$ cat src/rtl/core/nrcts_pkg.sv
// Shared types, constants and helper functions for the RMC sentence checker.
// No dependencies; every other file of the block depends on this package.
package nrcts_pkg;

    localparam int BYTE_W = 8;
    localparam int POS_W = 4;
    localparam int CHK_W = 12;
    localparam int TIME_CHARS = 6;

    localparam logic [POS_W-1:0] POS_MAX = 4'd15;
    localparam logic [POS_W-1:0] POS_PREFIX_END = 4'd6;
    localparam logic [POS_W-1:0] POS_TIME_FIRST = 4'd7;
    localparam logic [POS_W-1:0] POS_TIME_LAST = 4'd12;
    localparam logic [POS_W-1:0] POS_COMMA = 4'd8;

    localparam logic [BYTE_W-1:0] CHAR_STAR = 8'h2A;
    localparam logic [BYTE_W-1:0] CHAR_COMMA = 8'h2C;
    localparam logic [BYTE_W-1:0] CHAR_ZERO = 8'h30;
    localparam logic [BYTE_W-1:0] CHAR_NINE = 8'h39;
    localparam logic [BYTE_W-1:0] HEX_SPLIT = 8'd58;
    localparam logic [CHK_W-1:0] HEX_OFF_DIGIT = 12'd48;
    localparam logic [CHK_W-1:0] HEX_OFF_LETTER = 12'd55;

    // Local time is UTC plus this many hours.
    localparam logic [6:0] ZONE_HOURS = 7'd8;

    typedef enum logic [1:0] {
        PH_BEFORE_STAR,
        PH_FIRST_HEX,
        PH_SECOND_HEX,
        PH_DONE
    } t_phase;

    typedef logic [TIME_CHARS-1:0][BYTE_W-1:0] t_clock_chars;

    typedef struct packed {
        logic         ok;
        t_clock_chars clock_chars;
    } t_result;

    // Expected character of the "$GPRMC" talker and sentence prefix.
    function automatic logic [BYTE_W-1:0] prefix_char(input logic [2:0] idx);
        logic [BYTE_W-1:0] c;
        case (idx)
            3'd0: c = 8'h24;
            3'd1: c = 8'h47;
            3'd2: c = 8'h50;
            3'd3: c = 8'h52;
            3'd4: c = 8'h4D;
            3'd5: c = 8'h43;
            default: c = 8'h00;
        endcase
        return c;
    endfunction

    // Uppercase-only hex mapping, wrapping modulo 4096 for non-hex bytes.
    function automatic logic [CHK_W-1:0] hex_value(input logic [BYTE_W-1:0] c);
        logic [CHK_W-1:0] off;
        off = (c < HEX_SPLIT) ? HEX_OFF_DIGIT : HEX_OFF_LETTER;
        return {4'b0, c} - off;
    endfunction

    function automatic logic is_digit(input logic [BYTE_W-1:0] c);
        return (c >= CHAR_ZERO) && (c <= CHAR_NINE);
    endfunction

endpackage

$ cat src/rtl/core/nrcts_if.sv
// Valid/ready channel interfaces for the sentence byte input and result output.
// Depends on nrcts_pkg for the byte width of its fields.
interface nrcts_in_if;
    logic                         valid;
    logic                         ready;
    logic [nrcts_pkg::BYTE_W-1:0] sentence_byte;
    logic                         last_byte;

    modport source (output valid, output sentence_byte, output last_byte, input ready);
    modport sink (input valid, input sentence_byte, input last_byte, output ready);
endinterface

interface nrcts_out_if;
    logic                         valid;
    logic                         ready;
    logic                         sentence_ok;
    logic [nrcts_pkg::BYTE_W-1:0] hour_tens;
    logic [nrcts_pkg::BYTE_W-1:0] hour_ones;
    logic [nrcts_pkg::BYTE_W-1:0] minute_tens;
    logic [nrcts_pkg::BYTE_W-1:0] minute_ones;
    logic [nrcts_pkg::BYTE_W-1:0] second_tens;
    logic [nrcts_pkg::BYTE_W-1:0] second_ones;

    modport source (
        output valid, output sentence_ok, output hour_tens, output hour_ones,
        output minute_tens, output minute_ones, output second_tens, output second_ones,
        input ready
    );
    modport sink (
        input valid, input sentence_ok, input hour_tens, input hour_ones,
        input minute_tens, input minute_ones, input second_tens, input second_ones,
        output ready
    );
endinterface

$ cat src/rtl/core/nrcts_parse.sv
// Per-sentence parser state and end-of-sentence verdict for the RMC checker.
// Depends on nrcts_pkg for phase codes, character constants and helpers.
module nrcts_parse (
    input  logic                         i_clk,
    input  logic                         i_rst_n,
    input  logic                         i_step,
    input  logic [nrcts_pkg::BYTE_W-1:0] i_byte,
    input  logic                         i_last,
    output nrcts_pkg::t_result           o_result
);
    import nrcts_pkg::*;

    logic [POS_W-1:0]  r_pos,    n_pos;
    logic [BYTE_W-1:0] r_xor,    n_xor;
    t_phase            r_phase,  n_phase;
    logic              r_prefix, n_prefix;
    logic              r_comma,  n_comma;
    logic [CHK_W-1:0]  r_chk,    n_chk;
    t_clock_chars      r_cap,    n_cap;
    t_clock_chars      r_held,   n_held;

    logic [CHK_W-1:0]  hex_b;
    logic [2:0]        cap_idx;
    logic              ok;
    logic [3:0]        h_tens;
    logic [3:0]        h_ones;
    logic [6:0]        hour;
    logic [6:0]        hour_a;
    logic [6:0]        hour_b;
    logic [6:0]        hour_c;
    logic [3:0]        loc_tens;
    logic [6:0]        loc_ones;

    always_comb begin
        hex_b   = hex_value(i_byte);
        cap_idx = 3'(r_pos - POS_TIME_FIRST);

        n_prefix = r_prefix;
        if ((r_pos < POS_PREFIX_END) && (i_byte != prefix_char(r_pos[2:0]))) begin
            n_prefix = 1'b0;
        end
        n_comma = r_comma | ((r_pos == POS_COMMA) && (i_byte == CHAR_COMMA));

        n_cap = r_cap;
        if ((r_pos >= POS_TIME_FIRST) && (r_pos <= POS_TIME_LAST)) begin
            n_cap[cap_idx] = i_byte;
        end

        n_phase = r_phase;
        n_xor   = r_xor;
        n_chk   = r_chk;
        case (r_phase)
            PH_BEFORE_STAR: begin
                if (i_byte == CHAR_STAR) begin
                    n_phase = PH_FIRST_HEX;
                end else if (r_pos != '0) begin
                    n_xor = r_xor ^ i_byte;
                end
            end
            PH_FIRST_HEX: begin
                n_chk   = {hex_b[7:0], 4'b0};
                n_phase = PH_SECOND_HEX;
            end
            PH_SECOND_HEX: begin
                n_chk   = r_chk + hex_b;
                n_phase = PH_DONE;
            end
            default: begin
                n_phase = r_phase;
            end
        endcase

        n_pos = (r_pos == POS_MAX) ? r_pos : r_pos + 4'd1;

        ok = n_prefix && (n_phase == PH_DONE) && (n_chk == {4'b0, n_xor}) && !n_comma
            && is_digit(n_cap[0]) && is_digit(n_cap[1]);

        // Hours in 0..99, shifted by the zone and reduced modulo 24 in three steps.
        h_tens = n_cap[0][3:0];
        h_ones = n_cap[1][3:0];
        hour   = {h_tens, 3'b0} + {2'b0, h_tens, 1'b0} + {3'b0, h_ones} + ZONE_HOURS;
        hour_a = (hour >= 7'd96) ? hour - 7'd96 : hour;
        hour_b = (hour_a >= 7'd48) ? hour_a - 7'd48 : hour_a;
        hour_c = (hour_b >= 7'd24) ? hour_b - 7'd24 : hour_b;
        loc_tens = (hour_c >= 7'd20) ? 4'd2 : ((hour_c >= 7'd10) ? 4'd1 : 4'd0);
        loc_ones = hour_c - ({loc_tens, 3'b0} + {2'b0, loc_tens, 1'b0});

        n_held = r_held;
        if (ok) begin
            n_held[0] = CHAR_ZERO | {4'b0, loc_tens};
            n_held[1] = CHAR_ZERO | {4'b0, loc_ones[3:0]};
            n_held[2] = n_cap[2];
            n_held[3] = n_cap[3];
            n_held[4] = n_cap[4];
            n_held[5] = n_cap[5];
        end

        o_result.ok          = ok;
        o_result.clock_chars = n_held;
    end

    always_ff @(posedge i_clk) begin
        if (!i_rst_n) begin
            r_pos    <= '0;
            r_xor    <= '0;
            r_phase  <= PH_BEFORE_STAR;
            r_prefix <= 1'b1;
            r_comma  <= 1'b0;
            r_chk    <= '0;
            r_cap    <= '0;
            r_held   <= '0;
        end else if (i_step) begin
            if (i_last) begin
                r_pos    <= '0;
                r_xor    <= '0;
                r_phase  <= PH_BEFORE_STAR;
                r_prefix <= 1'b1;
                r_comma  <= 1'b0;
                r_chk    <= '0;
                r_cap    <= '0;
                r_held   <= n_held;
            end else begin
                r_pos    <= n_pos;
                r_xor    <= n_xor;
                r_phase  <= n_phase;
                r_prefix <= n_prefix;
                r_comma  <= n_comma;
                r_chk    <= n_chk;
                r_cap    <= n_cap;
            end
        end
    end

endmodule

$ cat src/rtl/core/nmea_rmc_checksum_time_shift_top.sv
// Top level of the RMC sentence checker with local time extraction.
// Depends on nrcts_pkg, the channel interfaces in nrcts_if and nrcts_parse.
//
// Usage:
// The input channel i_in carries one sentence byte per word, with last_byte
// set on the final byte of each sentence. The output channel o_out carries
// one word per sentence, sent after its last byte: sentence_ok says whether
// the "$GPRMC" prefix, the XOR checksum after '*' and the field checks passed,
// and the six time characters give the held local time (UTC plus eight hours).
// A passing sentence replaces the held time; a failing one leaves it as is.
//
// Throughput is one byte per cycle unless a stalled receiver holds back a last
// byte. Each accepted byte is registered, then the parser updates its
// per-sentence state from that register; on a last byte the verdict and time
// go into the output register. A result therefore passes the input register
// and then the output register on its way to o_out.
//
// When the receiver stalls, the pending result stays in the output register
// and bytes that produce no result keep flowing. A second last byte waits in
// the input register, and i_in.ready drops only then.
// Reset clears both valid flags, restarts the parser and zeroes the held time.
module nmea_rmc_checksum_time_shift_top (
    input  logic  i_clk,
    input  logic  i_rst_n,
    nrcts_in_if.sink    i_in,
    nrcts_out_if.source o_out
);
    import nrcts_pkg::*;

    // Input register stage.
    logic              r_s1_valid;
    logic [BYTE_W-1:0] r_s1_byte;
    logic              r_s1_last;

    // Output register stage.
    logic              r_out_valid;
    t_result           r_out;

    t_result           parse_result;
    logic              out_free;
    logic              s1_move;

    assign out_free   = !r_out_valid || o_out.ready;
    // A byte that ends no sentence never needs the output register.
    assign s1_move    = r_s1_valid && (!r_s1_last || out_free);
    assign i_in.ready = !r_s1_valid || s1_move;

    nrcts_parse u_parse (
        .i_clk    (i_clk),
        .i_rst_n  (i_rst_n),
        .i_step   (s1_move),
        .i_byte   (r_s1_byte),
        .i_last   (r_s1_last),
        .o_result (parse_result)
    );

    always_ff @(posedge i_clk) begin
        if (!i_rst_n) begin
            r_s1_valid <= 1'b0;
        end else if (i_in.ready) begin
            r_s1_valid <= i_in.valid;
        end
    end

    always_ff @(posedge i_clk) begin
        if (i_in.ready && i_in.valid) begin
            r_s1_byte <= i_in.sentence_byte;
            r_s1_last <= i_in.last_byte;
        end
    end

    always_ff @(posedge i_clk) begin
        if (!i_rst_n) begin
            r_out_valid <= 1'b0;
        end else if (s1_move && r_s1_last) begin
            r_out_valid <= 1'b1;
        end else if (o_out.ready) begin
            r_out_valid <= 1'b0;
        end
    end

    always_ff @(posedge i_clk) begin
        if (s1_move && r_s1_last) begin
            r_out <= parse_result;
        end
    end

    assign o_out.valid       = r_out_valid;
    assign o_out.sentence_ok = r_out.ok;
    assign o_out.hour_tens   = r_out.clock_chars[0];
    assign o_out.hour_ones   = r_out.clock_chars[1];
    assign o_out.minute_tens = r_out.clock_chars[2];
    assign o_out.minute_ones = r_out.clock_chars[3];
    assign o_out.second_tens = r_out.clock_chars[4];
    assign o_out.second_ones = r_out.clock_chars[5];

endmodule
$ cat src/flat_wrapper.sv
// flat-port wrapper written by rule: the top's interface ports become plain ports
module nmea_rmc_checksum_time_shift_top_flat import nrcts_pkg::*;
  (i_clk, i_rst_n, i_in_valid, i_in_sentence_byte, i_in_last_byte, i_in_ready, o_out_valid, o_out_sentence_ok, o_out_hour_tens, o_out_hour_ones, o_out_minute_tens, o_out_minute_ones, o_out_second_tens, o_out_second_ones, o_out_ready);
  nrcts_in_if i_in_i ();
  nrcts_out_if o_out_i ();
  input  logic i_clk;
  input  logic i_rst_n;
  input wire logic [$bits(i_in_i.valid)-1:0] i_in_valid;
  input wire logic [$bits(i_in_i.sentence_byte)-1:0] i_in_sentence_byte;
  input wire logic [$bits(i_in_i.last_byte)-1:0] i_in_last_byte;
  output wire logic [$bits(i_in_i.ready)-1:0] i_in_ready;
  output wire logic [$bits(o_out_i.valid)-1:0] o_out_valid;
  output wire logic [$bits(o_out_i.sentence_ok)-1:0] o_out_sentence_ok;
  output wire logic [$bits(o_out_i.hour_tens)-1:0] o_out_hour_tens;
  output wire logic [$bits(o_out_i.hour_ones)-1:0] o_out_hour_ones;
  output wire logic [$bits(o_out_i.minute_tens)-1:0] o_out_minute_tens;
  output wire logic [$bits(o_out_i.minute_ones)-1:0] o_out_minute_ones;
  output wire logic [$bits(o_out_i.second_tens)-1:0] o_out_second_tens;
  output wire logic [$bits(o_out_i.second_ones)-1:0] o_out_second_ones;
  input wire logic [$bits(o_out_i.ready)-1:0] o_out_ready;
  assign i_in_i.valid = i_in_valid;
  assign i_in_i.sentence_byte = i_in_sentence_byte;
  assign i_in_i.last_byte = i_in_last_byte;
  assign i_in_ready = i_in_i.ready;
  assign o_out_valid = o_out_i.valid;
  assign o_out_sentence_ok = o_out_i.sentence_ok;
  assign o_out_hour_tens = o_out_i.hour_tens;
  assign o_out_hour_ones = o_out_i.hour_ones;
  assign o_out_minute_tens = o_out_i.minute_tens;
  assign o_out_minute_ones = o_out_i.minute_ones;
  assign o_out_second_tens = o_out_i.second_tens;
  assign o_out_second_ones = o_out_i.second_ones;
  assign o_out_i.ready = o_out_ready;
  nmea_rmc_checksum_time_shift_top u_core (.i_clk(i_clk), .i_rst_n(i_rst_n), .i_in(i_in_i), .o_out(o_out_i));
endmodule
$ cat config.mk
export PLATFORM = sky130hd
export DESIGN_NAME = nmea_rmc_checksum_time_shift_top_flat
export DESIGN_NICKNAME = d
export VERILOG_FILES = /design/src/rtl/core/nrcts_pkg.sv /design/src/rtl/core/nrcts_if.sv /design/src/rtl/core/nrcts_parse.sv /design/src/rtl/core/nmea_rmc_checksum_time_shift_top.sv /design/src/flat_wrapper.sv
export SDC_FILE = /design/constraint.sdc
export NUM_CORES = 1
export LEC_CHECK = 0
export ABC_AREA = 0
export BUFFER_PORTS_ARGS = -buffer_cell sky130_fd_sc_hd__buf_2
export CAP_MARGIN = 30
export CORE_ASPECT_RATIO = 2
export CORE_MARGIN = 2
export CORE_UTILIZATION = 40
export DETAILED_ROUTE_END_ITERATION = 8
export PLACE_DENSITY_LB_ADDON = 0.12
export SETUP_SLACK_MARGIN = 0.2
export SYNTH_ARGS = -nofsm -noshare
export SYNTH_HDL_FRONTEND = slang
export SYNTH_SLANG_ARGS = --single-unit
$ cat constraint.sdc
create_clock -name i_clk -period 10.95 [get_ports i_clk]
set_clock_uncertainty 0.15 [all_clocks]
set_input_delay 2.19 -clock i_clk [delete_from_list [all_inputs] [get_ports i_clk]]
set_output_delay 2.19 -clock i_clk [all_outputs]
set_load 0.01 [all_outputs]
; ---- Yosys cells after proc, flatten, opt, wreduce, memory -nomap -nowiden
; Index checks and enable logic that the tools add are counted.
[op_classes]
n_addsub = 12
n_lt_le_gt_ge = 15
eq_ne = 15
n_mux = 29
bitwise_logic = 2
reduce_logical = 27
[ops]
columns = op, n
row1 = $mux W48, 3
row2 = $bwmux W48, 1
row3 = $pmux W7 S6, 1
row4 = $mux W8, 5
row5 = $demux W8 S3, 1
row6 = $pmux W12 S2, 1
row7 = $mux W7, 3
row8 = $eq A8 B6 Y1 const B, 2
row9 = $ge A8 B6 Y1 const B, 2
row10 = $le A8 B6 Y1 const B, 2
row11 = $ge A7 B5 Y1 const B, 2
row12 = $logic_and A1 B1 Y1, 14
row13 = $add A12 B12 Y12, 1
row14 = $eq A12 B8 Y1, 1
row15 = $mux W12, 1
row16 = $sub A8 B6 Y9, 1
row17 = $eq A4 B4 Y1 const B, 2
row18 = $lt A8 B6 Y1 const B, 1
row19 = $mux W4, 2
row20 = $ne A8 B8 Y1, 1
row21 = $xor A8 B8 Y8, 1
row22 = $add A7 B4 Y7, 1
row23 = $add A7 B4 Y7 const B, 1
row24 = $add A7 B5 Y7, 1
row25 = 33 further kinds, 49
[totals]
regBits = 184

; ---- Logic depth before layout (Yosys ltp)
[depth]
depth_word = 22
depth_mapped = 30

; ---- By module
; A second synthesis with hierarchy kept.
[unflattened]
hier_cells = 1119
area_unflattened_um2 = 10038.4
[by_module_without_submodules]
columns = mod, n_inst, cells_each, area_each_um2, seq_area_each_um2
row1 = nrcts_parse, 1, 1049, 8179.1, 2482.4
row2 = nmea_rmc_checksum_time_shift_top, 1, 70, 1859.3, 1781.7

; ---- Worst setup path before layout
; Ideal clock, no wire load.
[synth_timing]
path_kind = reg-to-reg
startpoint = reg u_core.u_parse.r_pos[0]
endpoint = reg u_core.r_out (netlist bit u_core.o_out.hour_ones[3]) (data pin)
arrival_time_ns = 6.822
t_required_ns = 10.540
path_slack_ns = 3.718
path_stages_with_launch = 27
n_path_buf = 1
cell_sequence = dfxtp_1 -> clkbuf_1 -> inv_1 -> ha_1 -> nand2b_1 -> a21oi_4 -> mux2_2 -> ha_1 -> fa_1 -> ha_1 -> inv_1 -> fa_1 -> xor2_1 -> inv_1 -> ha_1 -> or3_1 -> o21ai_0 -> o311ai_1 -> ha_1 -> a2111oi_2 -> o31a_1 -> nor2_1 -> a211o_1 -> ha_1 -> a211o_1 -> xnor2_1 -> mux2_2
[synth_lines]
columns = item, line
row1 = start: declaration, nrcts_parse.sv:13  ; logic [POS_W-1:0] r_pos, n_pos;
row2 = start signal: assignment, nrcts_parse.sv:123  ; r_pos <= n_pos;
row3 = end signal: assignment, nmea_rmc_checksum_time_shift_top.sv:84  ; r_out <= parse_result;
row4 = end: declaration, nmea_rmc_checksum_time_shift_top.sv:37  ; t_result r_out;

==> flow_summary.toml <==
[placed_design]
dpl.hpwl_mm = 18.9
port_buffers = 63
post-place-ws_ns = 3.03
routabilityCongestion = 0.885
dp_cells = 1453

[sta]
setup_violations = 0
max_slew_margin_pct = 29.4
worst_slew_pin_slew_ns = 1.05
period_share_pct = 72.7
setup_slack_ns = 2.99
fmax_mhz = 126
hold_viol = 0
slew_viol_final = 0
fin_crit_ns = 7.96
setup-tns-final_ns = 0
grt_setup_unrepaired = "no"

[global_routing]
met2_usage_pct = 40.9
grt.busiest_layer = "met2"
grt_pass1_wl_mm = 42.6
grtUsageMet1_pct = 22.3
track_usage_pct = 21.3
gr-usage-met3_pct = 3.09
grt_max_degree = 61
overflow = 0
grt_pass1_vias = 8046
antenna_found_initial = 0

[die]
ioPinCount = 64
dieArea_mm2 = 0.0260
start_util_pct = 40.6
dieHeight_um = 226
fp.dieW_um = 115
core_area_mm2 = 0.0243
num_rows = 81

[critical_path]
reg2reg_from = "u_core.u_parse.r_pos[0]"
timing.reg2reg.worst_path_depth = 25
cp_data_arrival_time_ns = 8.02
worstReg2RegEnd = "u_core.o_out.hour_ones[3]"
crit_path_frequent_cell = "ha_1"
critPathKind = "flop to flop"
cpPeakStageDelay_ns = 0.59
slowest_stage = "dfxtp_1"
cp_data_required_time_ns = 11.00
cp_max_fo = 13
cp_top_family = "adder cells"
cp-end-kind = "flop"
cp_num_buf_inv = 3
path_depth = 25
r2r_slack_ns = 2.99
start_kind = "flop"
crit_end = "u_core.o_out.hour_ones[3]"
critPathLaunch = "u_core.u_parse.r_pos[0]"

[logic_synthesis]
syn_avg_cell_area_um2 = 8.61
yosysUniqueCellTypes = 76
synth.ff_latch_count = 184
ys_seq_area_share_pct = 43.2
syn_area_mm2 = 0.00987
yosys_warnings = 0
synth-edff-count = 58
synthArstFlopShare_pct = 0
synthCells = 1146
synthFlopType = "dfxtp_1"
syn_nets = 1201

[cts]
path_clk_slew_ns = 0.07
cts_hold_buf = 0
ctsLongestPathBuffers = 2
cts-root-buf = "clkbuf_16"
postCtsSetupRepairBufs = 0
ctsResizeCount = 0
tritoncts = "done"
clk_latency_ns = 0.45
htreeDepth = 4
numCtsBuffers = 17
clkSinkCount = 184

[detailed_routing]
drt_iter0_markers = 536
avgViaCountPerCell = 5.57
drc = 0
dr.pass1.iters = 5
avgRoutedWirePerCell_um = 18.4
detail-route-antenna-nets = 0
wirelength_mm = 27.3
vias = 8267

[power_and_ir_drop]
peakVddDrop_v = 0.000114
power.leakage_nw = 4.49
power-per-cell-area_mw_per_mm2 = 127
design_power_total_mw = 1.41

[final_layout]
nets = 1237
layout-drive-gt1-share_pct = 14.0
diodes = 0
area_growth_pct = 12.0
instances_no_fill = 1485
post-route-util_pct = 45.4

[hold_path]
hold_class = "flop to flop"
min_from = "u_core.u_parse.r_held[21]"

[run_status]
status = "finished clean"

[job]
max_cap_violations = 0
power breakdown:
| group | switching [mW] | leakage (nW) | internal, mW | total, mW |
|---|---|---|---|---|
| logic | 0.0611 | 2.56 | 0.0253 | 0.0864 |
| registers | 0.00315 | 1.65 | 0.705 | 0.708 |
| clock network | 0.310 | 0.276 | 0.304 | 0.614 |
synth_stat cells (16+ instances only):
cell type | instances | area (um2)
xnor2_1 | 19 | 166
a22oi_1 | 56 | 420
mux2_2 | 32 | 360
inv_1 | 37 | 139
nor2_1 | 116 | 435
dfxtp_1 | 126 | 2520
a21oi_1 | 82 | 410
clkbuf_1 | 55 | 206
o21ai_0 | 40 | 200
nand2b_1 | 16 | 100
nand2_1 | 229 | 860
edfxtp_1 | 58 | 1740
ha_1 | 38 | 475
nor3_1 | 22 | 110
metrics by stage:
| stage | area, um2 | hold WS [ns] |
|---|---|---|
| floorplan | 9870 | 0.281 |
| global route | 11100 | 0.320 |
| CTS | 11100 | 0.306 |
| detailed placement | 10500 | 0.294 |
| global placement | 10400 | 0.288 |
| finish | 11100 | 0.304 |
state kept, by name, indices dropped and copies added (netlist names), 2 cells and up:
| signal | count |
|---|---|
| u_core.u_parse.r_held | 48 |
| u_core.o_out.minute_tens | 8 |
| u_core.o_out.second_ones | 8 |
| u_core.u_parse.r_cap | 48 |
| u_core.o_out.hour_ones | 8 |
| u_core.o_out.hour_tens | 8 |
| u_core.u_parse.r_phase | 2 |
| u_core.r_s1_byte | 8 |
| u_core.o_out.second_tens | 8 |
| u_core.u_parse.r_xor | 8 |
| u_core.u_parse.r_pos | 4 |
| u_core.o_out.minute_ones | 8 |
| u_core.u_parse.r_chk | 12 |
worst reg2reg max path, delay by kind of cell, from the launching register on:
family | cells | cell delay [ns]
compound gates | 7 | 1.97
xor+xnor | 2 | 0.46
fa+ha+maj | 8 | 2.70
buf+inv | 3 | 0.45
flops | 1 | 0.59
mux | 2 | 0.69
simple gates | 3 | 0.71
how the worst min path moves through the flow:
stage	endpoint	slack [ns]	cells past startpoint
2_1_floorplan	u_core.u_parse.r_held[12]	0.28	2
3_3_place_gp	u_core.u_parse.r_held[46]	0.29	2
3_5_place_dp	u_core.u_parse.r_held[27]	0.29	2
4_1_cts	u_core.u_parse.r_held[8]	0.31	2
5_1_grt	u_core.u_parse.r_held[24]	0.32	2
6_report	u_core.u_parse.r_held[21]	0.30	2
metal layers:
| metal | vias up | routed length, um | share of wire, % |
|---|---|---|---|
| li1 | 4089 | - | - |
| met1 | 4004 | 10200 | 37 |
| met2 | 122 | 15500 | 57 |
| met3 | 52 | 656 | 2.4 |
| met4 | 0 | 914 | 3.4 |
| met5 | - | 0 | 0 |
logic make-up after synthesis:
kind of cell,Yosys count,share of synthesized area (%)
AO/OA/AOI/OAI,260,17.1
flip-flops,184,43.2
buffers and inverters,108,4.36
XOR/XNOR,36,3.55
AND/OR/NAND/NOR,472,21.2
multiplexers,44,4.99
adder cells (fa/ha/maj),42,5.63
cell usage in the layout (no fill, tap or decap), types with 16 or more instances in the layout:
cell / netlist / routed
xnor2_1: 19 / 19
nor2_1: 116 / 114
o21ai_0: 40 / 40
ha_1: 38 / 38
inv_1: 37 / 36
edfxtp_1: 58 / 58
clkbuf_16: 0 / 17
mux2_2: 32 / 32
nor3_1: 22 / 22
nand2b_1: 16 / 16
nand2_1: 229 / 229
a21oi_1: 82 / 82
buf_2: 14 / 65
buf_4: 0 / 21
dfxtp_1: 126 / 126
a22oi_1: 56 / 56
layout make-up:
class | count | area (um2)
Clock buffer | 17 | 425
Clock inverter | 15 | 155
Fill cell | 2474 | 13300
Inverter | 38 | 144
Multi-Input combinational cell | 854 | 5190
Sequential cell | 184 | 4260
Tap cell | 290 | 363
Timing Repair Buffer | 87 | 510
No activity file was read; power rests on OpenSTA's default activity.
